<file path="src/hw/rtl/hns_pkg.sv">
package hns_pkg;

   // Default capacity of the row buffers, in samples.
   localparam int MAX_WIDTH_DEF = 1024;

   // Largest supported row count.
   localparam int ROWS_MAX = 4096;

   // Reset values of the configuration registers.
   localparam logic [10:0] GRID_WIDTH_RST = 11'd256;
   localparam logic [12:0] GRID_ROWS_RST  = 13'd256;

   // Configuration register indexes.
   localparam logic CSR_GRID_WIDTH = 1'b0;
   localparam logic CSR_GRID_ROWS  = 1'b1;

   // One pending normal: the two central differences and its grid position.
   typedef struct packed {
      logic signed [16:0] dx;
      logic signed [16:0] dz;
      logic [9:0]         col;
      logic [11:0]        row;
      logic               last;
   } entry_type;

endpackage

</file>
<file path="src/hw/rtl/hns_back.sv">
module hns_back import hns_pkg::*; (
   input  logic        clock,
   input  logic        reset,
   input  logic        pop_valid,
   output logic        pop_ready,
   input  entry_type   pop_entry,
   output logic        rsp_tvalid,
   input  logic        rsp_tready,
   output logic [71:0] rsp_tdata,
   output logic        rsp_tlast
);

   localparam logic [2:0] B_IDLE  = 3'd0;
   localparam logic [2:0] B_SQ    = 3'd1;
   localparam logic [2:0] B_SUM   = 3'd2;
   localparam logic [2:0] B_ITER  = 3'd3;
   localparam logic [2:0] B_DRAIN = 3'd4;
   localparam logic [2:0] B_DONE  = 3'd5;

   localparam logic [1:0] COMP_X = 2'd0;
   localparam logic [1:0] COMP_Y = 2'd1;
   localparam logic [1:0] COMP_Z = 2'd2;

   localparam logic [14:0] ONE_Q14 = 15'd16384;

   logic [2:0]  state_ff;
   entry_type   ent_ff;
   logic [31:0] ax2_ff, az2_ff;
   logic [33:0] s_ff;
   logic [61:0] tx_ff, tz_ff;
   logic [14:0] q_ff [3];
   logic [1:0]  comp_ff;
   logic [3:0]  bit_ff;
   logic        s1_v_ff, s2_v_ff;
   logic [1:0]  s1_comp_ff, s2_comp_ff;
   logic [14:0] s1_cand_ff, s2_cand_ff;
   logic        s1_ok_ff, s2_ok_ff;
   logic [31:0] s1_sq_ff;
   logic [48:0] plo_ff, phi_ff;
   logic        rsp_tvalid_ff, rsp_tlast_ff;
   logic [71:0] rsp_tdata_ff;
   logic [15:0] ax, az;
   logic [14:0] cand;
   logic [15:0] odd;
   logic [65:0] prod;
   logic [61:0] target;
   logic        keep, load_out;
   logic [15:0] nx, nz;

   assign pop_ready  = (state_ff == B_IDLE);
   assign rsp_tvalid = rsp_tvalid_ff;
   assign rsp_tdata  = rsp_tdata_ff;
   assign rsp_tlast  = rsp_tlast_ff;
   assign load_out   = (state_ff == B_DONE) && (!rsp_tvalid_ff || rsp_tready);

   // Magnitudes of the differences.
   assign ax = ent_ff.dx[16] ? 16'(-ent_ff.dx) : ent_ff.dx[15:0];
   assign az = ent_ff.dz[16] ? 16'(-ent_ff.dz) : ent_ff.dz[15:0];

   // Candidate of the current bit for the component in issue.
   assign cand = q_ff[comp_ff] | (15'd1 << bit_ff);
   assign odd  = {cand, 1'b0} - 16'd1;

   // Final stage: sum of the partial products against the target.
   always_comb begin
      prod = 66'(plo_ff) + (66'(phi_ff) << 17);
      case (s2_comp_ff)
         COMP_X:  target = tx_ff;
         COMP_Y:  target = 62'd1 << 48;
         COMP_Z:  target = tz_ff;
         default: target = tx_ff;
      endcase
      keep = s2_v_ff && s2_ok_ff && (prod <= 66'(target));
   end

   // Signs go on after rounding; a component is minus its difference.
   assign nx = (!ent_ff.dx[16] && ent_ff.dx != '0) ? 16'(-{1'b0, q_ff[COMP_X]})
                                                   : {1'b0, q_ff[COMP_X]};
   assign nz = (!ent_ff.dz[16] && ent_ff.dz != '0) ? 16'(-{1'b0, q_ff[COMP_Z]})
                                                   : {1'b0, q_ff[COMP_Z]};

   // Data path: squares, sum, three-stage search pipeline, result word.
   always_ff @(posedge clock) begin
      if (state_ff == B_IDLE) ent_ff <= pop_entry;
      if (state_ff == B_SQ) begin
         ax2_ff <= ax * ax;
         az2_ff <= az * az;
      end
      if (state_ff == B_SUM) begin
         s_ff  <= 34'(ax2_ff) + 34'(az2_ff) + (34'd1 << 18);
         tx_ff <= 62'(ax2_ff) << 30;
         tz_ff <= 62'(az2_ff) << 30;
         q_ff[COMP_X] <= '0;
         q_ff[COMP_Y] <= '0;
         q_ff[COMP_Z] <= '0;
      end else if (keep) begin
         q_ff[s2_comp_ff] <= s2_cand_ff;
      end
      s1_comp_ff <= comp_ff;
      s1_cand_ff <= cand;
      s1_ok_ff   <= (cand <= ONE_Q14);
      s1_sq_ff   <= odd * odd;
      s2_comp_ff <= s1_comp_ff;
      s2_cand_ff <= s1_cand_ff;
      s2_ok_ff   <= s1_ok_ff;
      plo_ff     <= s1_sq_ff * s_ff[16:0];
      phi_ff     <= s1_sq_ff * s_ff[33:17];
      if (load_out) begin
         rsp_tdata_ff <= {3'd0, ent_ff.row, ent_ff.col, nz, q_ff[COMP_Y], nx};
         rsp_tlast_ff <= ent_ff.last;
      end
   end

   // Control: sequencer, issue counters and output valid.
   always_ff @(posedge clock) begin
      if (reset) begin
         state_ff      <= B_IDLE;
         comp_ff       <= COMP_X;
         bit_ff        <= 4'd14;
         s1_v_ff       <= 1'b0;
         s2_v_ff       <= 1'b0;
         rsp_tvalid_ff <= 1'b0;
      end else begin
         s1_v_ff <= (state_ff == B_ITER);
         s2_v_ff <= s1_v_ff;
         case (state_ff)
            B_IDLE: begin
               if (pop_valid) state_ff <= B_SQ;
            end
            B_SQ: begin
               state_ff <= B_SUM;
            end
            B_SUM: begin
               comp_ff  <= COMP_X;
               bit_ff   <= 4'd14;
               state_ff <= B_ITER;
            end
            B_ITER: begin
               if (comp_ff == COMP_Z) begin
                  comp_ff <= COMP_X;
                  if (bit_ff == 4'd0) state_ff <= B_DRAIN;
                  else bit_ff <= bit_ff - 4'd1;
               end else begin
                  comp_ff <= comp_ff + 2'd1;
               end
            end
            B_DRAIN: begin
               if (!s1_v_ff && !s2_v_ff) state_ff <= B_DONE;
            end
            B_DONE: begin
               if (load_out) state_ff <= B_IDLE;
            end
            default: state_ff <= B_IDLE;
         endcase
         if (load_out) rsp_tvalid_ff <= 1'b1;
         else if (rsp_tready) rsp_tvalid_ff <= 1'b0;
      end
   end

endmodule

</file>
<file path="config.mk">
export PLATFORM = sky130hd
export DESIGN_NAME = hns_back
export DESIGN_NICKNAME = d
export VERILOG_FILES = /design/src/hw/rtl/hns_pkg.sv /design/src/hw/rtl/hns_back.sv
export SDC_FILE = /design/constraint.sdc
export NUM_CORES = 2
export LEC_CHECK = 0
export ABC_AREA = 1
export BUFFER_PORTS_ARGS = -buffer_cell sky130_fd_sc_hd__buf_2
export CORE_ASPECT_RATIO = 0.75
export CORE_MARGIN = 2
export CORE_UTILIZATION = 45
export CTS_CLUSTER_SIZE = 20
export DETAILED_ROUTE_END_ITERATION = 12
export PLACE_DENSITY_LB_ADDON = 0.2
export SLEW_MARGIN = 20
export SYNTH_ARGS = -nofsm -noshare
export SYNTH_HDL_FRONTEND = slang
export SYNTH_SLANG_ARGS = --single-unit
</file>
<file path="constraint.sdc">
create_clock -name clock -period 9.9 [get_ports clock]
set_clock_uncertainty 0.05 [all_clocks]
set_input_delay 0.495 -clock clock [delete_from_list [all_inputs] [get_ports clock]]
set_output_delay 0.495 -clock clock [all_outputs]
set_load 0.005 [all_outputs]
</file>
[Word level (Yosys, flattened, before mapping)]
Memories as Yosys holds them, arrays and structs flattened. A register that Yosys moved wholly into a read port is not among the register bits.
Index checks and enable logic that the tools add are counted.
Cells by class
  shift-type cells: 1
  bitwise logic cells: 1
  eq/ne operators: 14
  add/subtract/negate cells: 10
  multiplexer cells: 28
  multipliers: 5
  $lt $le $gt $ge: 2
  reduce and logical (&&, ||, !) cells: 21
Operators by type and width (number)
  $pmux W62 S2: 1
  $mul A32 B17 Y49: 2
  $mul A16 B16 Y32: 3
  $add A49 B66 Y66: 1
  $le A66 B62 Y1: 1
  $mux W15: 3
  $add A33 B19 Y34 const B: 1
  $reduce_bool A17 Y1: 2
  $add A32 B32 Y33: 1
  $mux W16: 2
  $neg A15 Y16: 2
  $neg A16 Y16: 2
  $pmux W3 S6: 1
  $sub A16 B1 Y16 const B: 1
  $le A15 B15 Y1 const B: 1
  $mux W3: 5
  $or A15 B15 Y15: 1
  $reduce_or A15 Y1: 1
  $shl A1 B4 Y15 const A: 1
  $mux W1: 8
  $mux W2: 4
  $mux W4: 2
  $ne A2 B2 Y1 const B: 4
  $pmux W4 S2: 1
  other kinds (17): 31
Word-level totals
  logic and storage cells: 112
  output and inout bits: 75
  RAM bits: 45
  register bits: 467
  memories: 1
Memory list
  q_ff: depth 3, bits a word 15, rd ports 4, clocked after Yosys merged registers in 2, wr ports 3, line hns_back.sv:31  | logic [14:0] q_ff [3];

[Longest topological paths before layout]
  depth in word-level cells: 9
  mapped depth: 38
  depth with buffers taken out: 37

[Worst setup path after synthesis]
No wires, ideal clock.
  path kind: reg-to-reg
  start point: register state_ff[1]
  end point: memory q_ff[0][0], enable pin
  clock period less this slack: 9123 ps
  arrival time: 8696 ps
  cell stages (with the launch flop): 5
  setup time: 376 ps
  setup slack: 777 ps
  required time: 9474 ps
  path through: dfxtp_1 > inv_1 > nor3_1 > inv_1 > nand2_1
RTL lines
  from (decl): line hns_back.sv:26  | logic [2:0] state_ff;
  from (signal assigned): line hns_back.sv:117  | state_ff <= B_IDLE;
  from (signal assigned): line hns_back.sv:128  | if (pop_valid) state_ff <= B_SQ;
  from (signal assigned): line hns_back.sv:131  | state_ff <= B_SUM;
  to (decl): line hns_back.sv:31

==> summary.md <==
| Metric | Value |
|---|---|
| Vias in the first global route | `roughly 61000` |
| Minimum clock period | `about 8.6 ns` |
| Slew HR | `0.208` |
| Final Cycle Share | `0.866` |
| Placed cell area | `0.0797 mm2` |
| Largest net degree at the start of global routing | `just over 70` |
| FF-to-FF path depth | `33` |
| Synth cell count leaders | `inv_1, nand2_1, fa_1` |
| Crit path DAT | `about 9 ns` |
| H-tree depth | `2` |
| Global-route wire length before repair | `between 300000 and 400000 um` |
| Via density | `5.15` |
| Rows | `131` |
| Core Util, Final | `0.485` |
| Clk_lat worst skew | `~0.71 ns` |
| I/O pin count | `about 140` |
| Non-Filler Cell Area, Final | `between 0.08 and 0.09 mm2` |
| Worst-margin pin slew | `approximately 1.2 ns` |
| CP Max Fanout | `25` |
| Clock Root Buffer | `clkbuf_16` |
| Core area | `0.169 mm2` |
| Yosys top cell by area | `fa_1` |
| GRT Overall Usage | `0.257` |
| Die Ht | `~360 um` |
| Initial drt markers | `4415` |
| Top post-synthesis cells by area | `fa_1, edfxtp_1, inv_1, ha_1, nand2_1` |
| Endpoints failing hold | `0` |
| # diodes | `0` |
| P&R area growth vs syn | `7.31%` |
| Crit end category | `flip-flop` |
| CTS tree | `done` |
| Setup_tns | `0 ns` |
| CTS resizes | `0` |
| Worst r2r dst | `s1_sq_ff[26]$_DFF_P_` |
| End point of the critical path | `s1_sq_ff[26]$_DFF_P_` |
| Drt wl/cell | `around 19 um` |
| Critical Path Source Type | `flip-flop` |
| Final ANT Viol Nets | `0` |
| Fmax | `~0.12 GHz` |
| Most common cell in the netlist | `inv_1` |
| RSZ-0062 raised after global routing | `no` |
| Die area | `between 0.15 and 0.2 mm2` |
| Final wirelength | `217000 um` |
| Mapped cell area | `~0.077 mm2` |
| Grt ovf | `0` |
| Worst path depth | `33` |
| Number of synthesized register bits | `around 520` |
| Die width | `480 um` |
| WP data required | `10.39 ns` |
| Post-DP HPWL | `approximately 180000 um` |
| Mean Syn Cell Area | `around 8.7 um2` |
| Slowest-stage cell, CP | `dfxtp_1` |
| Routability cong. | `roughly 0.96` |
| Top Family by Delay on Critical Path | `adder cells` |
| Initial Util | `0.452` |
| Critical path buffers and inverters | `8` |
| WS Path Type | `flip-flop to flip-flop` |
| Distinct cell type count after synthesis | `66` |
| Register area share after synthesis | `0.182` |
| Warnings from Yosys | `0` |
| DR vias | `between 50000 and 60000` |
| Final cell count without fillers | `about 11000` |
| Hold WC Path Type | `input pin to flip-flop` |
| Share of the synthesized area in the top cell type | `0.352` |
| Max_cap viols | `0` |
| Slowest stage delay, CP | `about 0.85 ns` |
| CTS Buffer Depth | `3` |
| CTS Buf Count | `58` |
| Slew Limit Fails | `0` |
| DRC Markers | `0` |
| I/O Buffers | `132` |
| Reg clk slew, reported paths | `approximately 0.070 ns` |
| EDFF count, synth | `between 300 and 400` |
| Drt first pass iters | `6` |
| Ys async rst share | `0` |
| Sink Count | `around 520` |
| Top_reg_cell synth | `edfxtp_1` |
| FF-to-FF setup slack | `1.33 ns` |
| NumNets Final | `10995` |
| Status | `completed` |
| Final setup fails | `0` |
| Share of cells above drive strength 1 | `0.0441` |
| Mapped Cells | `just under 9000` |
| Layout filler cell count | `~16000` |
| Placed Cells | `11067` |
| Initial antenna violation count | `6` |
-- worst min-delay path by stage --
| stage | startpoint | end | slack (ns) | cells past startpoint |
|---|---|---|---|---|
| 2_1_floorplan | s1_cand_ff[0]$_DFF_P_ | s2_cand_ff[0]$_DFF_P_ | 0.26 | 0 |
| 3_3_place_gp | s1_cand_ff[14]$_DFF_P_ | s2_cand_ff[14]$_DFF_P_ | 0.26 | 0 |
| 3_5_place_dp | s1_cand_ff[13]$_DFF_P_ | s2_cand_ff[13]$_DFF_P_ | 0.26 | 0 |
| 4_1_cts | reset | rsp_tvalid$_SDFFE_PP0P_ | 0.03 | 2 |
| 5_1_grt | reset | rsp_tvalid$_SDFFE_PP0P_ | 0.07 | 2 |
| 6_report | reset | rsp_tvalid$_SDFFE_PP0P_ | 0.06 | 2 |
-- metrics by stage --
stage / hold WS [ns] / setup WS, ns
floorplan: 0.260 / 0.777
finish: 0.0632 / 1.33
CTS: 0.0287 / 1.38
global placement: 0.262 / 1.46
detailed placement: 0.263 / 1.43
global route: 0.0711 / 0.683
-- layout make-up --
class | count | area (um2) | area share
clock buffers | 68 | 1510 | 0.0184
repair buffers | 272 | 1860 | 0.0227
well taps | 2261 | 2830 | 0.0344
inverters | 2336 | 8770 | 0.107
flip-flops and latches | 522 | 13900 | 0.169
multi-input cells | 5734 | 52900 | 0.644
clock inverters | 42 | 402 | 0.00489
-- cells in the final DEF (no fill, tap or decap), drive strengths merged, types with 2 or more instances in the layout --
cell type / netlist / final
inv: 2328 / 2333
nand2: 1671 / 1671
fa: 1346 / 1346
ha: 664 / 664
nor2: 625 / 625
a21oi: 364 / 364
edfxtp: 345 / 345
o21ai: 231 / 231
buf: 37 / 215
xor2: 190 / 190
dfxtp: 177 / 177
nand3: 144 / 144
xnor2: 112 / 112
nor3: 87 / 87
clkbuf: 243 / 68
a31oi: 61 / 61
dlygate4sd3: 0 / 57
clkinv: 8 / 39
nand4: 37 / 37
conb: 2 / 27
o21a: 22 / 22
a21o: 18 / 18
nor4: 17 / 17
a21boi: 15 / 15
o211ai: 15 / 15
o21bai: 13 / 13
or2: 13 / 13
nand3b: 10 / 10
o221ai: 10 / 10
o2111ai: 5 / 5
and3: 5 / 5
a211oi: 5 / 5
a221oi: 4 / 4
o31ai: 3 / 3
a31o: 3 / 3
o311ai: 3 / 3
o221a: 3 / 3
clkinvlp: 0 / 3
bufinv: 0 / 3
nor4b: 2 / 2
-- flip-flops by register name, summed over array words and instances (netlist names), 3 cells and up, named ones only --
| name | count |
|---|---|
| tx_ff | 31 |
| s2_cand_ff | 15 |
| az2_ff | 31 |
| state_ff | 3 |
| phi_ff | 49 |
| s1_cand_ff | 15 |
| q_ff | 60 |
| rsp_tdata | 69 |
| s1_sq_ff | 29 |
| plo_ff | 49 |
| tz_ff | 31 |
| s_ff | 34 |
| ent_ff | 57 |
| bit_ff | 4 |
| ax2_ff | 31 |
-- layer usage --
layer / global-route usage / routed length [um] / vias up
li1: - / - / 26514
met1: 0.375 / 99300 / 29151
met2: 0.402 / 96700 / 1919
met3: 0.0445 / 16900 / 254
met4: 0.0488 / 3830 / 4
met5: 0 / 21 / -
-- cells by family (layout without fill, tap and decap cells) --
kind of cell | after synthesis | in the layout | share of synthesized area
adders and majority gates | 2010 | 2010 | 0.460
and+or+nand+nor | 2614 | 2614 | 0.137
xor gates and xnor gates | 302 | 302 | 0.0349
buffers and inverters | 2616 | 2718 | 0.129
DFF | 522 | 522 | 0.182
AOI/OAI and AO/OA | 781 | 781 | 0.0572
other | 2 | 27 | 0.0000981
-- what timing repair did --
| action | in CTS | in global routing |
|---|---|---|
| buffers inserted | 0 | 0 |
| hold endpoints to repair | 57 | 0 |
| hold buffers | 57 | 0 |
Power is not shown: default switching activity piles up to over one toggle a cycle in this logic, so the estimate is an artifact.
