## config.mk

```make
export PLATFORM = sky130hd
export DESIGN_NAME = hns_queue
export DESIGN_NICKNAME = d
export VERILOG_FILES = /design/src/hw/rtl/hns_pkg.sv /design/src/hw/rtl/hns_queue.sv
export SDC_FILE = /design/constraint.sdc
export NUM_CORES = 1
export LEC_CHECK = 0
export BUFFER_PORTS_ARGS = -buffer_cell sky130_fd_sc_hd__buf_2
export CAP_MARGIN = 15
export CORE_MARGIN = 10
export CORE_UTILIZATION = 51
export DETAILED_ROUTE_END_ITERATION = 6
export GPL_ROUTABILITY_DRIVEN = 0
export PLACE_DENSITY = 0.75
export SKIP_CTS_REPAIR_TIMING = 1
export SKIP_LAST_GASP = 1
export SYNTH_ARGS = -nofsm -noshare
export SYNTH_HDL_FRONTEND = slang
export SYNTH_SLANG_ARGS = --single-unit
```

## constraint.sdc

```tcl
create_clock -name clock -period 2.7 [get_ports clock]
set_input_delay 0.135 -clock clock [delete_from_list [all_inputs] [get_ports clock]]
set_output_delay 0.135 -clock clock [all_outputs]
set_load 0.005 [all_outputs]
```

## src/hw/rtl/hns_pkg.sv

```systemverilog
package hns_pkg;

   // Default capacity of the row buffers, in samples.
   localparam int MAX_WIDTH_DEF = 1024;

   // Largest supported row count.
   localparam int ROWS_MAX = 4096;

   // Reset values of the configuration registers.
   localparam logic [10:0] GRID_WIDTH_RST = 11'd256;
   localparam logic [12:0] GRID_ROWS_RST  = 13'd256;

   // Configuration register indexes.
   localparam logic CSR_GRID_WIDTH = 1'b0;
   localparam logic CSR_GRID_ROWS  = 1'b1;

   // One pending normal: the two central differences and its grid position.
   typedef struct packed {
      logic signed [16:0] dx;
      logic signed [16:0] dz;
      logic [9:0]         col;
      logic [11:0]        row;
      logic               last;
   } entry_type;

endpackage

```

## src/hw/rtl/hns_queue.sv

```systemverilog
module hns_queue import hns_pkg::*; (
   input  logic      clock,
   input  logic      reset,
   input  logic      push_valid,
   output logic      push_ready,
   input  entry_type push_entry,
   output logic      pop_valid,
   input  logic      pop_ready,
   output entry_type pop_entry
);

   entry_type  slot_ff [4];
   logic [1:0] wr_ff, rd_ff;
   logic [2:0] cnt_ff;
   logic       do_push, do_pop;

   assign push_ready = (cnt_ff != 3'd4);
   assign pop_valid  = (cnt_ff != 3'd0);
   assign pop_entry  = slot_ff[rd_ff];
   assign do_push    = push_valid && push_ready;
   assign do_pop     = pop_valid && pop_ready;

   // Storage for the queued words.
   always_ff @(posedge clock) begin
      if (do_push) slot_ff[wr_ff] <= push_entry;
   end

   // Pointers and fill count.
   always_ff @(posedge clock) begin
      if (reset) begin
         wr_ff  <= '0;
         rd_ff  <= '0;
         cnt_ff <= '0;
      end else begin
         if (do_push) wr_ff <= wr_ff + 2'd1;
         if (do_pop) rd_ff <= rd_ff + 2'd1;
         if (do_push && !do_pop) cnt_ff <= cnt_ff + 3'd1;
         else if (do_pop && !do_push) cnt_ff <= cnt_ff - 3'd1;
      end
   end

endmodule

```

After elaboration in Yosys (flattened, before gate mapping)
Memories as Yosys holds them, arrays and structs flattened. A register that Yosys moved wholly into a read port is not among the register bits.
Cells that the tools add are included.
{"block": "totals", "ff_bits": 7, "ramBits": 228, "in_bits": 61, "output_inout_bits": 59, "word_cells": 23, "memories": 1}
{"memory": "slot_ff", "words": 4, "word_bits": 57, "rd": 1, "rd_ports_with_merged_regs": 1, "wr": 1, "line": "hns_queue.sv:12", "source": "entry_type slot_ff [4];"}
{"block": "op_classes", "addsub": 4, "eq_ne": 1, "n_mux": 6, "n_reduce_logical": 8}
{"operator": "3-bit two-way mux", "n": 2}
{"operator": "2-bit by 1-bit adder with 2-bit output, second input constant", "n": 2}
{"operator": "1-bit logical AND", "n": 4}
{"operator": "2-bit two-way mux", "n": 2}
{"operator": "3-bit by 1-bit adder with 3-bit output, second input constant", "n": 1}
{"operator": "3-bit inequality test, second input constant", "n": 1}
{"operator": "3-bit nonzero test", "n": 1}
{"operator": "3-bit by 1-bit subtractor with 3-bit output, second input constant", "n": 1}
{"operator": "1-bit logical NOT", "n": 2}
{"operator": "1-bit two-way mux", "n": 2}
{"operator": "2-bit nonzero test", "n": 1}

Logic depth before layout (Yosys ltp)
Gate-level depths: netlist (run 1).
{"block": "logic_depth", "word_depth": 6, "mapped_depth": 8, "depth_no_buf": 8}

Least setup slack after synthesis (run 1)
No wires, ideal clock.
{"block": "synth_path", "path_type": "reg-to-reg", "from": "register cnt_ff[0]", "to": "memory slot_ff[2][0] (netlist bit), enable pin", "arrival_ns": 2.153, "t_required_ns": 2.279, "setup_slack_ns": 0.126, "stages_incl_launch_ff": 4, "n_path_buf": 0, "period_less_slack_ns": 2.574, "path_cell_list": "dfxtp_1 nor2_1 a21boi_2 and2_1"}
{"block": "synth_via", "elab_chain_cells": 4}
{"element": "start, declared", "line": "hns_queue.sv:14", "source": "logic [2:0] cnt_ff;"}
{"element": "start signal, assigned", "line": "hns_queue.sv:37", "source": "if (do_push && !do_pop) cnt_ff <= cnt_ff + 3'd1;"}
{"element": "start signal, assigned", "line": "hns_queue.sv:38", "source": "else if (do_pop && !do_push) cnt_ff <= cnt_ff - 3'd1;"}
{"element": "3-bit inequality test", "line": "hns_queue.sv:17", "source": "assign push_ready = (cnt_ff != 3'd4);"}
{"element": "1-bit logical AND", "line": "hns_queue.sv:20", "source": "assign do_push = push_valid && push_ready;"}
{"element": "net do_push", "line": "hns_queue.sv:15", "source": "logic do_push, do_pop;"}
{"element": "1-bit two-way mux", "line": "hns_queue.sv:25", "source": "if (do_push) slot_ff[wr_ff] <= push_entry;"}
{"element": "1-bit two-way mux (not written as such)", "line": "hns_queue.sv:25"}
{"element": "end, declared", "line": "hns_queue.sv:12"}
The timed path passes the listed nets, and every way through them passes these cells.

Worst setup path after layout (run 1)
{"block": "layout_path", "from": "register cnt_ff[0]", "to": "register cnt_ff[2]"}
{"block": "layout_via", "elab_chain_cells": 5, "word_cells_on_any_way": 13, "classes_between": "add/sub (2); eq/ne (1); mux (2); reduce/logical (8)"}
{"element": "3-bit inequality test (*)", "line": "hns_queue.sv:17"}
{"element": "1-bit logical AND (*)", "line": "hns_queue.sv:20"}
{"element": "net do_push", "line": "hns_queue.sv:15"}
{"element": "1-bit logical NOT", "line": "hns_queue.sv:38"}
{"element": "1-bit logical AND", "line": "hns_queue.sv:38"}
{"element": "2-bit nonzero test (no line)"}
The timed path passes the listed nets; every way through them passes the cells marked *. The select of a mux whose other input is x is not followed.
A chain may end at the register's enable or synchronous reset.

==> flow_metrics.tcl, run 1 <==
set metrics [dict create \
    outcome "complete, no violations" \
    combinationalPowerShare_pct 22.5 \
    timing.final.hold_violations 0 \
    critical-path-max-stage-delay_ps 460 \
    routed_wl_mm 16.6 \
    dieArea_um2 22600 \
    report.final.setup_viol 0 \
    min_path_cells 4 \
    stdcell_area_um2 10900 \
    p_seq_share_pct 48.6 \
    cts.clk_slew.worst_paths_ps 60 \
    worst_ep_required_time_ps 3120 \
    drt_first_iter_violations 215 \
    vdd_drop_max_mv 0.548 \
    timing.critical_path.slowest_stage_cell "sky130_fd_sc_hd__dfxtp_1" \
    grt_antenna_before_repair 1 \
    core_area_um2 16600 \
    min_from "pop_ready" \
    synth_unique_cells 23 \
    post-synth-top-area-cell "sky130_fd_sc_hd__edfxtp_1" \
    cts.htree.levels 1 \
    maxClockFrequency_ghz 0.422 \
    final.setup_skew_ps 9.47 \
    grt_util_all_layers_pct 14.4 \
    initial_core_util_pct 52.2 \
    worstReg2RegStart "cnt_ff[0]" \
    hpwlAfterDp_mm 10.8 \
    ys_seq_elements 237 \
    number_of_rows_in_the_core_area 47 \
    rsz0062_at_grt "no" \
    finalCritPeriodShare_pct 87.8 \
    drv_slew 0 \
    data_arrival_time_of_the_critical_path_ps 2790 \
    avgSynthCellArea_um2 25.2 \
    drt_pass1_iterations 4 \
    cts_max_path_buffers 3 \
    drt-vias-per-instance 5.32 \
    period_minus_slack_ps 2370 \
    netlist_area_um2 8680 \
    power.total_w 0.00959 \
    ys_top_cells_by_area "sky130_fd_sc_hd__edfxtp_1 (79%), sky130_fd_sc_hd__mux4_2 (15%), sky130_fd_sc_hd__dfxtp_1 (2.1%)" \
    setup_slack_ps 330 \
    holdCritPathClass "input port to flip-flop" \
    yosysTopAreaCellShare_pct 78.8 \
    aggregate_global_routing_overflow 0 \
    switching_share_pct 24.9 \
    worst_setup_path_start_kind "flip-flop" \
    setup.worst_path.end_class "flip-flop" \
    root_driver "sky130_fd_sc_hd__clkbuf_16" \
    netSwitchingPower_w 0.00239 \
    synth_fp_nets 412 \
    number_of_nets_with_antenna_violations_after_routing 0 \
    buffer_ports.inserted 119 \
    power_density_over_the_cells_nw_per_um2 882 \
    timing.critical_path.cells "nor2_1 > a21boi_2 > ha_1 > inv_1 > fa_1 > xor2_1 > or3_1 > a21oi_1" \
    placedInstanceArea_um2 9640 \
    post-route-drc-count 0 \
    synth_cells 345 \
    dpl_ws_ps 377 \
    share_clk_of_total_power_pct 28.9 \
    timing.rr.end "cnt_ff[2]" \
    grt_pass1_wl_mm 25.3 \
    sequential_share_of_the_synthesized_area_pct 80.9 \
    cell_internal_pwr_w 0.00719 \
    yosys_warnings 0 \
    boundaryPins 120 \
    grt_pass1_vias 4330 \
    drv.max_cap_violation_count 0 \
    critPathKind "flip-flop to flip-flop" \
    die_height_um 150 \
    grt_max_degree 34 \
    cts_tree "yes" \
    area_growth_pct 25.2 \
    timing.critical_path.fanout_max 7 \
    wire_per_inst_um 21.3 \
    tritoncts_buffer_count 23 \
    worst_pin_slew_ps 527 \
    critical_path.n_buffers_inverters 1 \
    worstSkewPairLatency_ps 490 \
    reg2reg_slack_ps 330 \
    cp_top_family "adder cells" \
    worstRegToRegCells 8 \
    vias 4169 \
    post_route_cells_drive_above_1_share_pct 40.2 \
    number_of_sinks_driven_by_the_clock_tree 237 \
    timing.setup.tns_ps 0 \
    die_x_um 150 \
    p_leak_nw 3.72 \
    layout_net_count 614 \
    relSlewSlack_pct 64.4 \
]
==> through the flow <==
| stage | util [%] | hold WS, ps | std cells |
|---|---|---|---|
| final | 65.3 | 82.0 | 783 |
| after global routing | 65.3 | 104 | 783 |
| after CTS | 61.8 | -161 | 724 |
| after detailed placement | 57.9 | 351 | 684 |
| after global placement | 57.9 | 347 | 684 |
| after floorplan | - | 234 | 345 |
==> tightest hold or removal path: cells and delay by family <==
family | cells | cell delay [ps]
xor+xnor | 1 | 100
simple gates | 1 | 70
compound gates | 1 | 110
buf+inv | 1 | 120
==> metal layers <==
layer / up-vias / GRT usage (%) / share of wire, %
li1: 1873 / - / -
met1: 2122 / 19.5 / 43
met2: 154 / 23.1 / 49
met3: 20 / 3.93 / 7.1
met4: 0 / 3.30 / 1.1
met5: - / 0 / 0
==> cell usage after synthesis <==
cell                       instances
sky130_fd_sc_hd__buf_2             4
sky130_fd_sc_hd__dfxtp_1           9
sky130_fd_sc_hd__mux2i_1           2
sky130_fd_sc_hd__fa_1              1
sky130_fd_sc_hd__a21oi_1           1
sky130_fd_sc_hd__and2_1            4
sky130_fd_sc_hd__nand2_1           1
sky130_fd_sc_hd__nor2_1            8
sky130_fd_sc_hd__mux4_2           57
sky130_fd_sc_hd__o31ai_1           1
sky130_fd_sc_hd__mux2_2            1
sky130_fd_sc_hd__edfxtp_1        228
sky130_fd_sc_hd__or3_1             2
sky130_fd_sc_hd__inv_1             3
sky130_fd_sc_hd__clkbuf_1          3
sky130_fd_sc_hd__nand2b_1          2
sky130_fd_sc_hd__a21boi_2          1
sky130_fd_sc_hd__buf_6             4
sky130_fd_sc_hd__buf_4             2
sky130_fd_sc_hd__ha_1              5
sky130_fd_sc_hd__xor2_1            4
sky130_fd_sc_hd__o311ai_0          1
sky130_fd_sc_hd__o21ai_0           1
==> layout by cell type, fill, tap and decap left out, drive strengths merged <==
cell type / n
a21boi: 1
mux2: 1
mux4: 57
xor2: 4
nor2: 8
nand2: 1
edfxtp: 228
o21ai: 1
clkbuf: 30
mux2i: 2
dlygate4sd3: 58
nand2b: 2
or3: 2
fa: 1
o311ai: 1
buf: 132
o31ai: 1
dfxtp: 9
inv: 3
clkinv: 10
and2: 4
a21oi: 1
ha: 5
diode: 1
==> layout make-up <==
cell class,count,area [um^2]
fillers,1102,5770
inverters,3,11.3
clock inverters,10,45.0
well taps,220,275
diodes,1,2.50
repair buffers,190,1340
multi-input cells,92,1560
clock buffers,30,602
flip-flops and latches,237,7030
==> worst max-delay path by stage <==
stage                          from  cells after the start             to  slack [ps]
final                     cnt_ff[0]                      8      cnt_ff[2]         330
after global placement    cnt_ff[0]                      8      cnt_ff[2]         540
after detailed placement  cnt_ff[0]                      8      cnt_ff[2]         380
after floorplan           cnt_ff[0]                      3  slot_ff[2][0]         130
after CTS                 cnt_ff[0]                      8      cnt_ff[2]         350
after global routing      cnt_ff[0]                      8      cnt_ff[2]         210
==> power by group through the flow <==
stage / clock network, W / logic [W] / registers, W
2_1_floorplan: 0 / 0.00136 / 0.00464
3_3_place_gp: 0 / 0.00212 / 0.00471
3_5_place_dp: 0 / 0.00214 / 0.00474
4_1_cts: 0.00285 / 0.00216 / 0.00467
5_1_grt: 0.00299 / 0.00237 / 0.00470
6_report: 0.00277 / 0.00216 / 0.00466
==> cells by family after synthesis <==
kind of cell	Yosys count	synth area share (%)
buf+inv	16	1.18
compound gates	5	0.432
mux	60	15.1
xor+xnor	4	0.403
flops	237	80.9
fa+ha+maj	6	0.951
simple gates	17	0.965
==> registers in the layout, summed over array words and instances (netlist names), named ones only <==
| register | flops |
|---|---|
| wr_ff | 2 |
| rd_ff | 2 |
| cnt_ff | 3 |
| slot_ff | 228 |
(Power assumes the default switching activity.)
==> inputs of run 2 (changes only) <==
--- a/config.mk
+++ b/config.mk
@@ -11,7 +11,7 @@
 export CORE_UTILIZATION = 51
 export DETAILED_ROUTE_END_ITERATION = 6
 export GPL_ROUTABILITY_DRIVEN = 0
-export PLACE_DENSITY = 0.75
+export PLACE_DENSITY = 0.86
 export SKIP_CTS_REPAIR_TIMING = 1
 export SKIP_LAST_GASP = 1
 export SYNTH_ARGS = -nofsm -noshare
==> flow_metrics.tcl, run 2 (synthesis results as in run 1) <==
set metrics [dict create \
    timing.setup.tns_ps 0 \
    grt_pass1_wl_mm 25.0 \
    aggregate_global_routing_overflow 0 \
    cts_max_path_buffers 3 \
    die_height_um 150 \
    worst_pin_slew_ps 569 \
    layout_net_count 612 \
    netSwitchingPower_w 0.00237 \
    wire_per_inst_um 21.2 \
    share_clk_of_total_power_pct 29.9 \
    final.setup_skew_ps 9.93 \
    relSlewSlack_pct 61.6 \
    grt_antenna_before_repair 1 \
    final_cell_mix "sky130_fd_sc_hd__edfxtp_1 (228), sky130_fd_sc_hd__buf_2 (119), sky130_fd_sc_hd__dlygate4sd3_1 (58), sky130_fd_sc_hd__mux4_2 (57), sky130_fd_sc_hd__clkbuf_16 (25)" \
    dr.max_layer_used "met4" \
    drt-vias-per-instance 5.38 \
    min_path_cells 4 \
    cts_tree "yes" \
    reg2reg_slack_ps 420 \
    layout_commonest_cell "sky130_fd_sc_hd__edfxtp_1" \
    drv.max_cap_violation_count 0 \
    worstReg2RegStart "cnt_ff[0]" \
    area_growth_pct 25.5 \
    period_minus_slack_ps 2280 \
    p_leak_nw 3.72 \
    worst_ep_required_time_ps 3120 \
    initial_core_util_pct 52.2 \
    timing.rr.end "cnt_ff[2]" \
    timing.critical_path.cells "nor2_1 > a21boi_2 > ha_1 > inv_1 > fa_1 > xor2_1 > or3_1 > a21oi_1" \
    data_arrival_time_of_the_critical_path_ps 2710 \
    switching_share_pct 24.5 \
    layout_top_registers "slot_ff: 228 flops, cnt_ff: 3 flops" \
    min_from "pop_ready" \
    setup.worst_path.end_class "flip-flop" \
    critical-path-max-stage-delay_ps 450 \
    dieArea_um2 22600 \
    outcome "complete, no violations" \
    holdCritPathClass "input port to flip-flop" \
    timing.final.hold_violations 0 \
    combinationalPowerShare_pct 22.7 \
    drt_first_iter_violations 227 \
    report.final.setup_viol 0 \
    critPathKind "flip-flop to flip-flop" \
    cts.htree.levels 1 \
    grt_max_degree 58 \
    finalCritPeriodShare_pct 84.6 \
    buffer_ports.inserted 119 \
    number_of_sinks_driven_by_the_clock_tree 237 \
    worstRegToRegCells 8 \
    post_route_cells_drive_above_1_share_pct 39.9 \
    cts.clk_slew.worst_paths_ps 60 \
    timing.critical_path.fanout_max 7 \
    met1Wirelength_mm 6.74 \
    boundaryPins 120 \
    drt_pass1_iterations 4 \
    drv_slew 0 \
    number_of_rows_in_the_core_area 47 \
    number_of_nets_with_antenna_violations_after_routing 0 \
    worst_setup_path_start_kind "flip-flop" \
    rsz0062_at_grt "no" \
    die_x_um 150 \
    largest-register "slot_ff" \
    tritoncts_buffer_count 24 \
    timing.critical_path.slowest_stage_cell "sky130_fd_sc_hd__dfxtp_1" \
    vias 4211 \
    post-route-drc-count 0 \
    root_driver "sky130_fd_sc_hd__clkbuf_16" \
    maxClockFrequency_ghz 0.438 \
    routed_wl_mm 16.6 \
    grt_util_all_layers_pct 14.2 \
    hpwlAfterDp_mm 10.2 \
    largest_register_ffs 228 \
    placedInstanceArea_um2 9610 \
    power_density_over_the_cells_nw_per_um2 889 \
    worstSkewPairLatency_ps 490 \
    detailroute.wirelength.met2_mm 8.48 \
    met3_length_mm 1.10 \
    cell_internal_pwr_w 0.00731 \
    grt_pass1_vias 4457 \
    core_area_um2 16600 \
    vdd_drop_max_mv 0.623 \
    stdcell_area_um2 10900 \
    p_seq_share_pct 47.5 \
]
## run 2: cell types whose count changed in the layout (fill, tap and decap cells not counted)
cell,change
sky130_fd_sc_hd__clkinvlp_4,+1
sky130_fd_sc_hd__buf_4,-3
sky130_fd_sc_hd__and2_2,+4
sky130_fd_sc_hd__and2_4,-4
sky130_fd_sc_hd__clkinv_1,+2
sky130_fd_sc_hd__clkinv_2,-2
sky130_fd_sc_hd__clkbuf_16,+2
## run 2: worst max-delay path by stage
stage                     startpoint            end  slack (ps)  cells after the start
after floorplan            cnt_ff[0]  slot_ff[2][0]         130                      3
after global placement     cnt_ff[0]      cnt_ff[2]         590                      8
after detailed placement   cnt_ff[0]      cnt_ff[2]         430                      8
after CTS                  cnt_ff[0]      cnt_ff[2]         430                      8
after global routing       cnt_ff[1]      cnt_ff[2]         300                      8
final                      cnt_ff[0]      cnt_ff[2]         420                      8
## run 2: critical path: cells and delay by family (launching register included)
family	cells	cell delay, ps
adders and majority gates	2	630
DFF	1	450
xor gates and xnor gates	1	180
AOI/OAI and AO/OA	2	460
and+or+nand+nor	2	430
buffers and inverters	1	60
## run 2: per-stage QoR
stage               worst slack, ps  power [W]  hold WS [ps]  utilization (%)  instances
CTS                             427    0.00978          -166             62.0        724
global route                    297     0.0102          85.9             65.5        782
floorplan                       126    0.00599           234                -        345
global placement                590    0.00677           345             57.7        681
detailed placement              435    0.00686           353             57.7        681
finish                          415    0.00968          86.9             65.5        783
## run 2: layout make-up
cell class | instances | area [um^2]
Fill cell | 1071 | 5750
Inverter | 3 | 11.3
Clock buffer | 32 | 652
Tap cell | 220 | 275
Timing Repair Buffer | 187 | 1310
Antenna cell | 1 | 2.50
Clock inverter | 11 | 50.0
Multi-Input combinational cell | 92 | 1560
Sequential cell | 237 | 7030
## run 2: power by group through the flow
stage                     Clock [W]  Sequential (W)  Combinational [W]
after floorplan                   0         0.00464            0.00136
after global placement            0         0.00463            0.00213
after detailed placement          0         0.00467            0.00219
after CTS                   0.00298         0.00460            0.00220
after global routing        0.00314         0.00462            0.00241
final                       0.00289         0.00460            0.00220
## run 2: layer usage
metal  vias up  global-route usage (%)
li1       1871                       -
met1      2190                    18.1
met2       126                    23.6
met3        24                    4.17
met4         0                    3.74
met5         -                       0
